$ cat src/rtl/fmqd_pkg.sv
// Package for the FM quadrature discriminator.
// Holds field widths, datapath widths, the arctangent table and the pipeline vector types.
// No dependencies.
package fmqd_pkg;

    localparam int SAMPLE_WIDTH  = 16;
    localparam int PHASE_WIDTH   = 16;
    localparam int PROD_W        = 2 * SAMPLE_WIDTH;
    localparam int SUM_W         = PROD_W + 1;
    localparam int XY_W          = 50;
    localparam int Z_W           = 32;
    localparam int MAG_W         = 48;
    localparam int NORM_STAGES   = 6;
    localparam int ANG_TABLE_LEN = 24;

    localparam logic [SAMPLE_WIDTH-1:0] PREV_RESET = SAMPLE_WIDTH'(16384);
    localparam logic [Z_W-1:0]          ANG_PI     = {1'b1, {(Z_W-1){1'b0}}};
    localparam logic [Z_W-1:0]          Z_ROUND    = Z_W'(1) << (Z_W - PHASE_WIDTH - 1);

    typedef struct packed {
        logic             zero;
        logic [XY_W-1:0]  x;
        logic [XY_W-1:0]  y;
        logic [Z_W-1:0]   z;
    } cordic_vec_t;

    typedef struct packed {
        cordic_vec_t      v;
        logic [MAG_W-1:0] mag;
    } norm_vec_t;

    // atan(2^-k), 2^31 per pi
    function automatic logic [Z_W-1:0] atan_unit(input int k);
        logic [Z_W-1:0] a;
        unique case (k)
            0:       a = 32'd536870912;
            1:       a = 32'd316933406;
            2:       a = 32'd167458907;
            3:       a = 32'd85004756;
            4:       a = 32'd42667331;
            5:       a = 32'd21354465;
            6:       a = 32'd10679838;
            7:       a = 32'd5340245;
            8:       a = 32'd2670163;
            9:       a = 32'd1335087;
            10:      a = 32'd667544;
            11:      a = 32'd333772;
            12:      a = 32'd166886;
            13:      a = 32'd83443;
            14:      a = 32'd41722;
            15:      a = 32'd20861;
            16:      a = 32'd10430;
            17:      a = 32'd5215;
            18:      a = 32'd2608;
            19:      a = 32'd1304;
            20:      a = 32'd652;
            21:      a = 32'd326;
            22:      a = 32'd163;
            23:      a = 32'd81;
            default: a = '0;
        endcase
        return a;
    endfunction

endpackage

$ cat src/rtl/fmqd_norm_cell.sv
// Normalization cell: shifts the vector left by SHIFT when the larger magnitude stays below 2^47.
// Depends on fmqd_pkg.
module fmqd_norm_cell
    import fmqd_pkg::*;
#(
    parameter int SHIFT = 1
)(
    input  logic      clk,
    input  logic      rst_n,
    input  logic      in_valid,
    input  norm_vec_t in_vec,
    input  logic      down_hold,
    output logic      out_valid,
    output norm_vec_t out_vec,
    output logic      hold
);

    logic      valid_reg;
    norm_vec_t vec_reg;
    norm_vec_t vec_next;
    logic      fits;

    assign fits = (in_vec.mag[MAG_W-1 -: SHIFT+1] == '0);

    always_comb
    begin
        vec_next = in_vec;
        if (fits)
        begin
            vec_next.v.x = in_vec.v.x << SHIFT;
            vec_next.v.y = in_vec.v.y << SHIFT;
            vec_next.mag = in_vec.mag << SHIFT;
        end
    end

    assign hold = valid_reg & down_hold;

    always_ff @(posedge clk or negedge rst_n)
    begin
        if (!rst_n)
        begin
            valid_reg <= 1'b0;
        end
        else if (!hold)
        begin
            valid_reg <= in_valid;
        end
    end

    always_ff @(posedge clk)
    begin
        if (!hold && in_valid)
        begin
            vec_reg <= vec_next;
        end
    end

    assign out_valid = valid_reg;
    assign out_vec   = vec_reg;

endmodule

$ cat config.mk
export PLATFORM = sky130hd
export DESIGN_NAME = fmqd_norm_cell
export DESIGN_NICKNAME = d
export VERILOG_FILES = /design/src/rtl/fmqd_pkg.sv /design/src/rtl/fmqd_norm_cell.sv
export SDC_FILE = /design/constraint.sdc
export NUM_CORES = 1
export LEC_CHECK = 0
export ABC_AREA = 1
export BUFFER_PORTS_ARGS = -buffer_cell sky130_fd_sc_hd__buf_2
export CAP_MARGIN = 20
export CORE_ASPECT_RATIO = 0.5
export CORE_UTILIZATION = 25
export DETAILED_ROUTE_END_ITERATION = 12
export HOLD_SLACK_MARGIN = 0.06
export SLEW_MARGIN = 20
export SYNTH_ARGS = -nofsm -noshare
export SYNTH_HDL_FRONTEND = slang
export SYNTH_SLANG_ARGS = --single-unit
export TNS_END_PERCENT = 10
$ cat constraint.sdc
create_clock -name clk -period 8.6 [get_ports clk]
set_input_delay 1.29 -clock clk [delete_from_list [all_inputs] [get_ports clk]]
set_output_delay 1.29 -clock clk [all_outputs]
set_load 0.01 [all_outputs]
==> flow_metrics.tcl <==
set metrics [dict create \
    endpoint_kind "flip-flop" \
    num_rows 44 \
    relSlewSlack_pct 25.7 \
    timing.final.hold_violations 0 \
    cts_buffer_depth 2 \
    final.period_utilization_pct 36.5 \
    pin_count 368 \
    path_clk_slew_ns 0.07 \
    worst_slack_ns 5.46 \
    yosys-mux-area-fraction_pct 0 \
    syn_nets 860 \
    netlist_area_mm2 0.00763 \
    drive_gt1_share_pct 39.2 \
    core_mm2 0.0295 \
    cts-buffers-inserted 17 \
    hold_buffers 0 \
    synthXorXnorAreaFrac_pct 0 \
    viasPerCell 4.44 \
    drc_errors 0 \
    place_ws_ns 5.11 \
    htreeDepth 4 \
    yosys.area_share.simple_pct 14.7 \
    drtPass1Iterations 7 \
    total_leakage_power_uw 0.00451 \
    crit_buf_inv 2 \
    yosys_register_bits 182 \
    final_max_slew_viol_count 0 \
    grt_pass1_vias 5851 \
    hp-class "flip-flop to flip-flop" \
    clk_latency_ns 0.44 \
    tns_ns 0 \
    maxCapViolations 0 \
    worstSetupPathType "input port to flip-flop" \
    postPlaceCellArea_mm2 0.00970 \
    grt_max_degree 182 \
    powerDensity_mw_per_mm2 204 \
    hpwl_um 17600 \
    final_cell_mix "buf_2, nand2_1, edfxtp_1, o21ai_0, clkbuf_16" \
    slowest_stage "buf_4" \
    seq_area_mm2 0.00546 \
    postCtsSetupBuffers 0 \
    wl_per_cell_um 17.1 \
    ant_nets 0 \
    synthCells 675 \
    yosysUniqueCellTypes 11 \
    grt_pass1_wl_um 35300 \
    cts_tree "done" \
    syn2layout_area_growth_pct 35.0 \
    status "finished clean" \
    cp_max_fo 102 \
    clkSinkCount 182 \
    crit_path_max_incr_delay_ns 0.90 \
    tightestPinTransition_ns 1.11 \
    fmax_mhz 318 \
    critPathRequiredTime_ns 8.90 \
    synth_compound_area_share_pct 9.38 \
    ir_worst_vdd_mv 0.0963 \
    fp.dieW_um 249 \
    vias 6335 \
    stdcell_area_mm2 0.0103 \
    synth_fa_ha_area_share_pct 0 \
    io_buffers 367 \
    synth_seq_area_share_pct 71.6 \
    min_period_ns 3.14 \
    drt-initial-drc-count 600 \
    finClkSkew_ns 0.00677 \
    layout.nets 1201 \
    setup.worst_path.start_class "input port" \
    yosys_warnings 0 \
    final-setup-viol-count 0 \
    die_h_um 126 \
    initial_core_util_pct 25.9 \
    path_cells "buf_4 > nor2_8 > buf_4 > nand2_1 > nand2_1" \
    fillers 3012 \
    final_common_cell "buf_2" \
    syn_area_per_cell_um2 11.3 \
    critical_path.top_delay_family "buffers and inverters" \
    grt_antenna_before_repair 7 \
    cp.arrival_ns 3.44 \
    multi_input_area_mm2 0.00185 \
    gr-total-overflow 0 \
    holdWs_ns 0.514 \
    cts_root_buffer "clkbuf_16" \
    ctsResizeCount 0 \
    die-area_mm2 0.0313 \
    routed_wl_um 24400 \
    routabilityCongestion 0.877 \
    rsz0062_at_grt "no" \
    synth_top_family_by_area "simple AND/OR/NAND/NOR gates" \
    grtUsageTotal_pct 15.0 \
]
-- flip-flops by register name (all words and copies together) (netlist names) --
| name | count |
|---|---|
| out_vec | 181 |
| out_valid | 1 |
-- metal layers --
| metal | vias to the layer above | wire [um] | track usage (%) |
|---|---|---|---|
| met5 | - | 0 | 0 |
| met4 | 0 | 610 | 5.77 |
| met3 | 41 | 1110 | 4.06 |
| met2 | 198 | 12900 | 26.4 |
| met1 | 3092 | 9830 | 17.5 |
| li1 | 3004 | - | - |
-- cell families (layout without fill, tap and decap cells) --
group,Yosys count,in the layout
other,0,6
buffers and inverters,55,409
DFF,182,182
and+or+nand+nor,295,295
AOI/OAI and AO/OA,143,143
-- layout make-up --
class	count	share of cell area, %
clock buffer	17	4.13
inverter	6	0.219
timing repair buffer	371	18.3
multi-input combinational	438	17.9
sequential	182	53.0
antenna	6	0.146
tap	391	4.75
clock inverter	15	1.47
-- cell usage after synthesis --
| master | count | share of area (%) |
|---|---|---|
| inv_1 | 6 | 0.30 |
| o21ai_0 | 143 | 9.4 |
| buf_2 | 2 | 0.13 |
| nand2_1 | 290 | 14 |
| nor2_1 | 4 | 0.20 |
| edfxtp_1 | 181 | 71 |
| nor2_8 | 1 | 0.26 |
| buf_4 | 4 | 0.39 |
| clkbuf_1 | 29 | 1.4 |
| buf_6 | 14 | 2.1 |
| dfrtp_1 | 1 | 0.33 |
-- worst paths after layout --
path | slack, ns | endpoint | from | depth (start not counted)
setup / recovery | 5.46 | out_vec[141]$_DFFE_PP_ | in_vec[46] | 5
max in group asynchronous | 7.90 | out_valid$_DFFE_PN0N_ | rst_n | 1
hold / removal | 0.51 | out_valid$_DFFE_PN0N_ | out_valid$_DFFE_PN0N_ | 2
hold reg to reg | 0.51 | out_valid$_DFFE_PN0N_ | out_valid$_DFFE_PN0N_ | 2
setup reg to reg | 6.68 | out_vec[77]$_DFFE_PP_ | out_valid$_DFFE_PN0N_ | 4
min in group asynchronous | 0.62 | out_valid$_DFFE_PN0N_ | rst_n | 1
-- worst register-to-register path, stage by stage (launching register included) --
cell	delay [ns]
dfrtp_1	0.39
nand2_1	0.09
inv_1	0.07
nor2_4	0.10
buf_12	0.61
-- stage by stage --
stage	utilization, %	instances	power (uW)
final	34.9	1426	2100
after detailed placement	32.9	1388	1340
after floorplan	-	675	1210
after global placement	32.9	1388	1330
after global routing	34.9	1424	2180
after CTS	34.8	1420	2120
-- power breakdown --
| group | total, uW | internal [uW] | switching (uW) |
|---|---|---|---|
| clock network | 782 | 430 | 352 |
| logic | 254 | 90.6 | 163 |
| registers | 1060 | 1050 | 14.0 |
| total | 2100 | 1570 | 529 |
Note: power is estimated with default switching activity, not from simulation.
