File: src/rtl/fmqd_pkg.sv
// Package for the FM quadrature discriminator.
// Holds field widths, datapath widths, the arctangent table and the pipeline vector types.
// No dependencies.
package fmqd_pkg;

    localparam int SAMPLE_WIDTH  = 16;
    localparam int PHASE_WIDTH   = 16;
    localparam int PROD_W        = 2 * SAMPLE_WIDTH;
    localparam int SUM_W         = PROD_W + 1;
    localparam int XY_W          = 50;
    localparam int Z_W           = 32;
    localparam int MAG_W         = 48;
    localparam int NORM_STAGES   = 6;
    localparam int ANG_TABLE_LEN = 24;

    localparam logic [SAMPLE_WIDTH-1:0] PREV_RESET = SAMPLE_WIDTH'(16384);
    localparam logic [Z_W-1:0]          ANG_PI     = {1'b1, {(Z_W-1){1'b0}}};
    localparam logic [Z_W-1:0]          Z_ROUND    = Z_W'(1) << (Z_W - PHASE_WIDTH - 1);

    typedef struct packed {
        logic             zero;
        logic [XY_W-1:0]  x;
        logic [XY_W-1:0]  y;
        logic [Z_W-1:0]   z;
    } cordic_vec_t;

    typedef struct packed {
        cordic_vec_t      v;
        logic [MAG_W-1:0] mag;
    } norm_vec_t;

    // atan(2^-k), 2^31 per pi
    function automatic logic [Z_W-1:0] atan_unit(input int k);
        logic [Z_W-1:0] a;
        unique case (k)
            0:       a = 32'd536870912;
            1:       a = 32'd316933406;
            2:       a = 32'd167458907;
            3:       a = 32'd85004756;
            4:       a = 32'd42667331;
            5:       a = 32'd21354465;
            6:       a = 32'd10679838;
            7:       a = 32'd5340245;
            8:       a = 32'd2670163;
            9:       a = 32'd1335087;
            10:      a = 32'd667544;
            11:      a = 32'd333772;
            12:      a = 32'd166886;
            13:      a = 32'd83443;
            14:      a = 32'd41722;
            15:      a = 32'd20861;
            16:      a = 32'd10430;
            17:      a = 32'd5215;
            18:      a = 32'd2608;
            19:      a = 32'd1304;
            20:      a = 32'd652;
            21:      a = 32'd326;
            22:      a = 32'd163;
            23:      a = 32'd81;
            default: a = '0;
        endcase
        return a;
    endfunction

endpackage

File: src/rtl/fmqd_cordic_cell.sv
// CORDIC vectoring cell for step K: rotates toward the x axis and accumulates the angle.
// Depends on fmqd_pkg.
module fmqd_cordic_cell
    import fmqd_pkg::*;
#(
    parameter int K = 0
)(
    input  logic        clk,
    input  logic        rst_n,
    input  logic        in_valid,
    input  cordic_vec_t in_vec,
    input  logic        down_hold,
    output logic        out_valid,
    output cordic_vec_t out_vec,
    output logic        hold
);

    localparam logic [Z_W-1:0] ANGLE = atan_unit(K);

    logic               valid_reg;
    cordic_vec_t        vec_reg;
    cordic_vec_t        vec_next;
    logic signed [XY_W-1:0] dx;
    logic signed [XY_W-1:0] dy;
    logic               y_pos;

    assign dx    = $signed(in_vec.y) >>> K;
    assign dy    = $signed(in_vec.x) >>> K;
    assign y_pos = ~in_vec.y[XY_W-1] & (|in_vec.y);

    always_comb
    begin
        vec_next.zero = in_vec.zero;
        if (y_pos)
        begin
            vec_next.x = in_vec.x + dx;
            vec_next.y = in_vec.y - dy;
            vec_next.z = in_vec.z + ANGLE;
        end
        else
        begin
            vec_next.x = in_vec.x - dx;
            vec_next.y = in_vec.y + dy;
            vec_next.z = in_vec.z - ANGLE;
        end
    end

    assign hold = valid_reg & down_hold;

    always_ff @(posedge clk or negedge rst_n)
    begin
        if (!rst_n)
        begin
            valid_reg <= 1'b0;
        end
        else if (!hold)
        begin
            valid_reg <= in_valid;
        end
    end

    always_ff @(posedge clk)
    begin
        if (!hold && in_valid)
        begin
            vec_reg <= vec_next;
        end
    end

    assign out_valid = valid_reg;
    assign out_vec   = vec_reg;

endmodule

File: config.mk
export PLATFORM = sky130hd
export DESIGN_NAME = fmqd_cordic_cell
export DESIGN_NICKNAME = d
export VERILOG_FILES = /design/src/rtl/fmqd_pkg.sv /design/src/rtl/fmqd_cordic_cell.sv
export SDC_FILE = /design/constraint.sdc
export NUM_CORES = 1
export LEC_CHECK = 0
export ABC_AREA = 1
export BUFFER_PORTS_ARGS = -buffer_cell sky130_fd_sc_hd__buf_4
export CAP_MARGIN = 25
export CORE_ASPECT_RATIO = 0.9
export CORE_UTILIZATION = 44
export DETAILED_ROUTE_END_ITERATION = 8
export PLACE_DENSITY_LB_ADDON = 0.3
export SYNTH_ARGS = -nofsm -noshare
export SYNTH_HDL_FRONTEND = slang
export SYNTH_SLANG_ARGS = --single-unit
export TNS_END_PERCENT = 10
File: constraint.sdc
create_clock -name clk -period 15.9 [get_ports clk]
set_clock_uncertainty 0.2 [all_clocks]
set_input_delay 3.18 -clock clk [delete_from_list [all_inputs] [get_ports clk]]
set_output_delay 3.18 -clock clk [all_outputs]
set_load 0.02 [all_outputs]
==> flow_summary.toml, run 1 <==
[clock_tree]
clock_tree.root_cell = "clkbuf_16"
clk_pin_slew_ns = 0.06
post_cts_buffers = 0
cts_buffers = 17
clockBufferDepth = 2
post_cts_resized = 0
clk_latency_ns = 0.46
clock_sinks = 133
cts.hold.buffers_added = 0
h-tree-depth = 4
cts_tree = "yes"

[worst_setup_path]
worst-path-buf-inv = 3
reg2reg_depth = 4
critPathLaunchType = "primary input"
r2r-end = "out_vec[77]"
crit_top_cell = "buf_4"
path_class = "primary input to primary output"
cp_cell_sequence = "buf_4 > nand2_1 > inv_1 > buf_4"
reg2reg_from = "out_valid"
cp_top_family = "buffers and inverters"
worstPathArrival_ns = 3.61
cp_max_fo = 2
end_kind = "primary output"
worstPathRequired_ns = 12.52
reg2reg_slack_ns = 13.92
max_stage_delay_ns = 0.16
crit_slowest_cell = "buf_4"

[finish]
fin_nets = 3230
synthToLayoutAreaGrowth_pct = 16.59
drive_above_1_share = 0.1360

[global_route]
grt_pass1_wl_microns = 109400
antenna_found_initial = 5
grt_pass1_vias = 18430
overflow = 0
grt_usage = 0.3785
grt_max_degree = 71

[yosys]
ys_ff_latch = 133
synth-edff-count = 132
synth_top_area_frac = 0.2353
syn_area_sq_um = 16840
synthMuxAreaShare = 0
synthTopCellsByArea = "edfxtp_1, nand2_1, ha_1, inv_1, nand3_1"
synth_simple_gate_area_frac = 0.3754
synth_top_family_by_area = "simple AND/OR/NAND/NOR gates"
ys.warnings.count = 0
yosys.area.top_type = "edfxtp_1"
seq_area_frac_synth = 0.2368
synthCells = 2715
synth.avg_cell_area_sq_um = 6.204
syn-num-nets = 3003
yosysMostFrequentCell = "nand2_1"
synth_fa_ha_area_frac = 0.1139
synth_compound_area_frac = 0.1203
async_reset_ff_frac = 0.007519
ys_types = 42
synthXorXnorAreaFrac = 0.02028
synth_ff_type = "edfxtp_1"
yosys-top-cells-count = "nand2_1, inv_1, nand3_1"

[power]
power_frac_seq = 0.290
power_switching_mw = 0.6581
p_leak_nw = 10.37
comb_power_share = 0.438
p_int_mw = 0.8667
power.share.switching = 0.4316
finalPower_mw = 1.525
clock_power_share = 0.271
vdd_drop_max_mv = 0.07735
powerDensity_nw_per_um2 = 77.64

[detailed_routing]
dr.pass1.iters = 6
post_drt_wl_per_cell_microns = 21.73
finalWirelength_microns = 74750
num_vias = 19390
drtIter0Drc = 2348
avgViaCountPerCell = 5.635
ant_nets = 0
drcViolationCount = 0

[floorplanning]
die_h_microns = 187.6
die_w_microns = 208.2
ios = 272
row_count = 67
start_util = 0.4495
die-area_sq_um = 39070
design.core.area_sq_um = 37470

[placement]
dp_hpwl_microns = 62520
pre_cts_ws_ns = 8.915
place_congestion = 1.082
port_buffers = 271

[sta]
slew_violations = 0
setup_slack_ns = 8.912
relSlewSlack = 0.3842
setup_viol = 0
timing.final.crit_period_ns = 6.988
hold_viol = 0
setup_tns_ns = 0
worst_slew_pin_slew_ns = 0.9237
fmax_ghz = 0.1431
finalCritPeriodShare = 0.4395
rsz0062_at_grt = "no"

[min_path]
hold-path-endpoint = "out_valid"
hold_path_class = "flip-flop to flip-flop"
min-delay-start = "out_valid"
min_path_cells = 2

[outcome]
status = "finished clean"

[run]
max_cap_violations = 0
area by class of cell:
cell class / instances / area (sq um)
antenna: 2 / 5.005
clock buffer: 18 / 429.2
clock inverter: 14 / 150.1
fill: 3864 / 17830
inverter: 470 / 1764
multi-input combinational: 2044 / 10630
sequential: 133 / 3989
tap: 483 / 604.3
timing repair buffer: 276 / 2072
power by group through the flow:
| stage | clock [mW] | sequential [mW] | combinational (mW) |
|---|---|---|---|
| 3_3_place_gp | 0 | 0.449 | 0.637 |
| 5_1_grt | 0.427 | 0.445 | 0.719 |
| 3_5_place_dp | 0 | 0.449 | 0.644 |
| 2_1_floorplan | 0 | 0.490 | 0.366 |
| 6_report | 0.414 | 0.442 | 0.669 |
| 4_1_cts | 0.417 | 0.443 | 0.647 |
logic make-up (layout without fill, tap and decap cells):
logic type      count (synthesis)  in the layout
fa+ha+maj                     151            151
other cells                     0              2
flops                         133            133
xor+xnor                       39             39
buf+inv                       538            778
simple gates                 1474           1474
compound gates                380            380
worst register-to-register path, delay by kind of cell (launching register included):
| family | cells | cell delay, ns |
|---|---|---|
| flip-flops | 1 | 0.38 |
| AND/OR/NAND/NOR | 2 | 0.18 |
| buffers and inverters | 2 | 0.78 |
flip-flops by register name (all words and copies together), names as in the netlist:
register,count
out_valid,1
out_vec,132
layout by cell type, fill, tap and decap left out, types with 5 or more instances in the layout:
cell       netlist  layout
nand2_1        836     836
inv_1          454     454
buf_4           35     276
nand3_1        264     264
nor2_1         212     210
a21oi_1        173     173
ha_1           147     147
o21ai_0        139     139
edfxtp_1       132     132
nand4_1         61      61
xor2_1          39      39
nor2_2          29      29
o21ai_1         26      26
nor3_1          19      19
o21bai_1        17      17
clkbuf_16        0      17
nand2_2         15      15
inv_2           14      14
and2_1          12      12
a21oi_2          9       9
nor2_4           4       6
nand2_4          5       5
how the worst max path moves through the flow:
stage,from,to,slack (ns),cells past startpoint
final,down_hold,hold,8.91,4
after global routing,down_hold,hold,8.89,4
after CTS,down_hold,hold,8.91,4
after detailed placement,down_hold,hold,8.91,4
after global placement,down_hold,hold,8.92,4
after floorplan,down_hold,out_vec[0],6.21,3
metrics by stage:
stage,hold WS [ns],instance area (sq um),cells,util
after floorplan,0.3995,16840,2715,-
after CTS,0.3188,19630,3438,0.5240
final,0.3217,19640,3440,0.5241
after global routing,0.3429,19640,3440,0.5241
after detailed placement,0.3013,19050,3406,0.5085
after global placement,0.3046,19050,3406,0.5085
per-layer routing:
layer / wire length (microns) / part of all wire / GRT usage
met3: 7115 / 0.095 / 0.06934
met5: 37 / 0.00049 / 0
met4: 2822 / 0.038 / 0.1533
met2: 32850 / 0.44 / 0.5972
met1: 31930 / 0.43 / 0.5084
No activity file was read; power rests on OpenSTA's default activity.
==> inputs of run 2 (changes only) <==
==> constraint.sdc (replaced) <==
create_clock -name clk -period 6.7 [get_ports clk]
set_clock_uncertainty 0.2 [all_clocks]
set_input_delay 1.34 -clock clk [delete_from_list [all_inputs] [get_ports clk]]
set_output_delay 1.34 -clock clk [all_outputs]
set_load 0.02 [all_outputs]
==> flow_summary.toml, run 2 (synthesized netlist as in run 1, its figures left out) <==
[outcome]
status = "finished clean"

[floorplanning]
start_util = 0.4495
design.core.area_sq_um = 37470
row_count = 67
ios = 272
die-area_sq_um = 39070
die_w_microns = 208.2
die_h_microns = 187.6

[worst_setup_path]
crit_top_cell = "nand3_1"
cp_max_fo = 53
path_class = "primary input to flip-flop"
end_kind = "flip-flop"
critPathLaunchType = "primary input"
cp_cell_sequence = "buf_4 > inv_1 > nand4_1 > nor3_1 > nand3_1 > nor2_1 > nor2_4 > inv_2 > buf_12 > nand3_1 > nand2_1"
crit_slowest_cell = "inv_2"
worstPathArrival_ns = 4.23
max_stage_delay_ns = 0.64
worstPathRequired_ns = 6.84

[placement]
place_congestion = 1.099
port_buffers = 271
pre_cts_ws_ns = 2.227
dp_hpwl_microns = 63340

[clock_tree]
clk_latency_ns = 0.47
clockBufferDepth = 2
clock_tree.root_cell = "clkbuf_16"
clk_pin_slew_ns = 0.07
clock_sinks = 133
cts.hold.buffers_added = 0
cts_tree = "yes"
post_cts_buffers = 0
h-tree-depth = 4
post_cts_resized = 0
cts_buffers = 17

[detailed_routing]
drcViolationCount = 0
avgViaCountPerCell = 5.661
dr.pass1.iters = 8
drtIter0Drc = 1988
finalWirelength_microns = 74830
num_vias = 19470
ant_nets = 0
post_drt_wl_per_cell_microns = 21.75

[power]
power_switching_mw = 1.575
clock_power_share = 0.268
power.share.switching = 0.4373
finalPower_mw = 3.600
power_frac_seq = 0.291
vdd_drop_max_mv = 0.2027
p_int_mw = 2.026
comb_power_share = 0.441
powerDensity_nw_per_um2 = 183.2
p_leak_nw = 10.36

[sta]
slew_violations = 0
finalCritPeriodShare = 0.6107
hold_viol = 0
setup_tns_ns = 0
timing.final.crit_period_ns = 4.092
setup_viol = 0
rsz0062_at_grt = "no"
setup_slack_ns = 2.608
relSlewSlack = 0.4427
whs_ns = 0.2972
worst_slew_pin_slew_ns = 0.8359
fmax_ghz = 0.2444

[finish]
fillers = 3805
largest_reg_flops = 132
fin_nets = 3229
mostFrequentLayoutCell = "nand2_1"
layout_common_cells = "nand2_1, inv_1, buf_4"
utilization = 0.5244
drive_above_1_share = 0.1357
synthToLayoutAreaGrowth_pct = 16.66

[global_route]
overflow = 0
grt_usage = 0.3766
grt_pass1_wl_microns = 108800
grt_pass1_vias = 18330
grt_max_degree = 133
antenna_found_initial = 3

[min_path]
hold_path_class = "flip-flop to flip-flop"

[run]
max_cap_violations = 0
## run 2: cell types whose count changed in the layout (fill, tap and decap cells not counted)
cell,before,now
diode_2,2,3
clkinv_2,4,1
inv_8,1,3
buf_12,0,2
buf_4,276,273
clkinvlp_4,2,4
bufinv_16,2,1
## run 2: final cells by class
cell class,count,area (sq um),area share
diodes,3,7.507,0.0003820
repair buffers,275,2090,0.1063
flip-flops and latches,133,3989,0.2030
clock inverters,14,142.6,0.007258
clock buffers,18,429.2,0.02184
well taps,483,604.3,0.03075
inverters,470,1764,0.08977
multi-input cells,2044,10630,0.5407
## run 2: routing by layer
layer,vias to the layer above,track usage,part of all wire
li1,9127,-,-
met1,9019,0.5009,0.42
met2,1138,0.5817,0.43
met3,190,0.06950,0.10
met4,0,0.1934,0.052
met5,-,0,0
## run 2: power groups by stage
stage	clock (mW)	sequential (mW)	combinational [mW]
6_report	0.966	1.05	1.59
5_1_grt	1.00	1.05	1.70
4_1_cts	0.979	1.05	1.54
3_5_place_dp	0	1.06	1.53
3_3_place_gp	0	1.06	1.52
2_1_floorplan	0	1.16	0.869
## run 2: path summary, 6_finish.rpt
path / start / end / slack [ns] / cells past startpoint
min in group asynchronous: rst_n / out_valid / 0.42 / 1
max in group asynchronous: rst_n / out_valid / 5.80 / 1
max reg2reg: out_valid / out_vec[88] / 4.88 / 4
max: in_vec[75] / out_vec[106] / 2.61 / 11
min: out_valid / out_valid / 0.30 / 2
min reg2reg: out_valid / out_valid / 0.30 / 2
## run 2: stage by stage
step	instance area [sq um]	cells
2_1_floorplan	16850	2715
3_5_place_dp	19070	3405
3_3_place_gp	19070	3405
4_1_cts	19640	3437
6_report	19650	3440
5_1_grt	19650	3439
## run 2: critical path: cells and delay by family
family                 cells  cell delay [ns]
AND/OR/NAND/NOR            7             1.60
buffers and inverters      4             1.16
==> inputs of run 3 (changes only) <==
--- a/config.mk
+++ b/config.mk
@@ -5,7 +5,7 @@
 export SDC_FILE = /design/constraint.sdc
 export NUM_CORES = 1
 export LEC_CHECK = 0
-export ABC_AREA = 1
+export ABC_AREA = 0
 export BUFFER_PORTS_ARGS = -buffer_cell sky130_fd_sc_hd__buf_4
 export CAP_MARGIN = 25
 export CORE_ASPECT_RATIO = 0.9
==> constraint.sdc (replaced) <==
create_clock -name clk -period 4.3 [get_ports clk]
set_clock_uncertainty 0.2 [all_clocks]
set_input_delay 0.86 -clock clk [delete_from_list [all_inputs] [get_ports clk]]
set_output_delay 0.86 -clock clk [all_outputs]
set_load 0.02 [all_outputs]
==> flow_summary.toml, run 3 <==
[worst_setup_path]
end_kind = "flip-flop"
crit_top_cell = "buf_4"
worst-path-buf-inv = 4
path_class = "primary input to flip-flop"
worstPathArrival_ns = 4.24
critPathLaunchType = "primary input"
cp_cell_sequence = "buf_4 > inv_1 > ha_1 > a211oi_1 > o211ai_1 > a2111oi_0 > buf_4 > o2111a_1 > o31ai_1 > nand2_1 > a2111oi_0 > buf_4 > o21ai_0 > o31ai_1 > xnor2_1"
max_stage_delay_ns = 0.75
cp_max_fo = 2
crit_slowest_cell = "a2111oi_0"
worstPathRequired_ns = 4.28
cp_top_family = "compound AO/OA/AOI/OAI gates"

[sta]
rsz0062_at_grt = "no"
setup_slack_ns = 0.04612
timing.final.crit_period_ns = 4.254
finalCritPeriodShare = 0.9893
worst_slew_pin_slew_ns = 0.8072
fmax_ghz = 0.2351
slew_violations = 0
setup_viol = 0
hold_viol = 0
relSlewSlack = 0.4480

[detailed_routing]
wl_met3_microns = 5615
post_drt_wl_per_cell_microns = 21.57
drcViolationCount = 0
met2WireLength_microns = 22450
ant_nets = 0
dr.pass1.iters = 6
num_vias = 14480
wl_met1_microns = 24950
finalWirelength_microns = 54120
routed.top_layer = "met4"
avgViaCountPerCell = 5.772
drtIter0Drc = 1784

[power]
p_int_mw = 3.566
p_leak_nw = 8.344
finalPower_mw = 5.749
power_switching_mw = 2.183
comb_power_share = 0.426
power_frac_seq = 0.292
clock_power_share = 0.282
power.share.switching = 0.3798
powerDensity_nw_per_um2 = 311.7
vdd_drop_max_mv = 0.2924

[placement]
dp_cells = 2475
port_buffers = 271
pre_cts_ws_ns = -0.2585
dp_hpwl_microns = 44990
placed_cell_area_sq_um = 17790
place_congestion = 1.011

[finish]
final_cell_count_no_fill = 2509
mostFrequentLayoutCell = "buf_4"
fin_nets = 2380
layout_common_cells = "buf_4, a21oi_1, inv_1"
drive_above_1_share = 0.2964
fillers = 2675
largest_reg_flops = 132
synthToLayoutAreaGrowth_pct = 38.65
utilization = 0.6188
fin_area_sq_um = 18440

[yosys]
synth_top_area_frac = 0.2980
yosysMostFrequentCell = "a21oi_1"
syn-num-nets = 1872
async_reset_ff_frac = 0.007519
synth.avg_cell_area_sq_um = 8.397
ys_ff_latch = 133
ys.warnings.count = 0
syn_area_sq_um = 13300
ys_types = 84
synthCells = 1584
seq_area_frac_synth = 0.2999
yosys-top-cells-count = "a21oi_1, inv_1, ha_1"
synthTopCellsByArea = "edfxtp_1, ha_1, a21oi_1, xnor2_1, inv_1"
synth-edff-count = 132
synth_ff_type = "edfxtp_1"
yosys.area.top_type = "edfxtp_1"

[global_route]
antenna_found_initial = 1
grt_usage = 0.3456
overflow = 0
grt_pass1_vias = 13500
grt_max_degree = 41
grt_pass1_wl_microns = 80430

[floorplanning]
design.core.area_sq_um = 29800
ios = 272
start_util = 0.4463
die_h_microns = 166.9
row_count = 60
die-area_sq_um = 30930
die_w_microns = 185.3

[clock_tree]
cts_tree = "yes"
post_cts_buffers = 0
clock_tree.root_cell = "clkbuf_16"
clk_latency_ns = 0.44
h-tree-depth = 4
clock_sinks = 133
clk_pin_slew_ns = 0.07
cts_buffers = 17
clockBufferDepth = 2

[min_path]
hold_path_class = "primary input to flip-flop"

[outcome]
status = "finished clean"

[run]
max_cap_violations = 0
run 3: cell count changes in the layout (fill, tap and decap cells not counted), moves of 33 or more:
cell	delta
inv_1	-301
nand2_1	-754
nand4_1	-36
o21ai_0	-35
xor2_1	-35
buf_4	+283
xnor2_1	+95
o21bai_1	+33
nand3_1	-235
nor2_1	-75
run 3: per-stage QoR:
step	TNS, ns	hold WS (ns)
2_1_floorplan	0	0.3644
3_3_place_gp	-3.901	0.4352
3_5_place_dp	-4.720	0.4378
4_1_cts	0	0.3776
5_1_grt	0	0.3802
6_report	0	0.3891
run 3: kinds of logic (layout without fill, tap and decap cells):
| logic type | after synthesis | in the layout | synth area share |
|---|---|---|---|
| muxes | 25 | 25 | 0.01881 |
| adders and majority gates | 151 | 151 | 0.1443 |
| and+or+nand+nor | 407 | 407 | 0.1484 |
| DFF | 133 | 133 | 0.2999 |
| buffers and inverters | 231 | 752 | 0.06697 |
| xor gates and xnor gates | 99 | 99 | 0.06519 |
| other | 0 | 1 | 0 |
| AOI/OAI and AO/OA | 538 | 538 | 0.2564 |
run 3: final cells by class:
| cell class | instances | area, sq um | share of cell area |
|---|---|---|---|
| flip-flops and latches | 133 | 3989 | 0.2163 |
| multi-input cells | 1220 | 8442 | 0.4577 |
| inverters | 158 | 593.1 | 0.03216 |
| clock buffers | 17 | 425.4 | 0.02307 |
| well taps | 403 | 504.2 | 0.02734 |
| clock inverters | 15 | 202.7 | 0.01099 |
| diodes | 1 | 2.502 | 0.0001357 |
| repair buffers | 562 | 4284 | 0.2323 |
run 3: final timing paths:
path / slack [ns] / cells past startpoint / from / endpoint
worst min register to register: 0.53 / 2 / out_valid / out_valid
worst max-delay path: 0.05 / 15 / in_vec[48] / out_vec[129]
min in group asynchronous: 0.54 / 2 / rst_n / out_valid
max in group asynchronous: 3.28 / 2 / rst_n / out_valid
worst max register to register: 2.17 / 3 / out_valid / out_vec[130]
worst min-delay path: 0.39 / 1 / in_vec[7] / out_vec[7]
run 3: power groups by stage:
stage / clock network [mW] / registers (mW) / logic [mW]
4_1_cts: 1.64 / 1.68 / 2.39
2_1_floorplan: 0 / 1.87 / 1.10
3_3_place_gp: 0 / 1.71 / 2.38
5_1_grt: 1.69 / 1.69 / 2.60
3_5_place_dp: 0 / 1.71 / 2.38
6_report: 1.62 / 1.68 / 2.45
run 3: repair_timing:
action,in CTS,in global routing
endpoints found under the hold margin,1,0
hold buffers,1,0
resized for setup,0,3
setup endpoints to repair,0,5
run 3: worst register-to-register path: stages, from the launching register on:
cell and delay (ns):
dfrtp_1 0.38, and2_1 0.20, nor2b_4 0.61, buf_4 0.41
run 3: metal layers:
layer	global-route usage	vias up
met3	0.06691	59
met1	0.5267	6901
met5	0	-
met2	0.4934	790
li1	-	6731
met4	0.08049	0
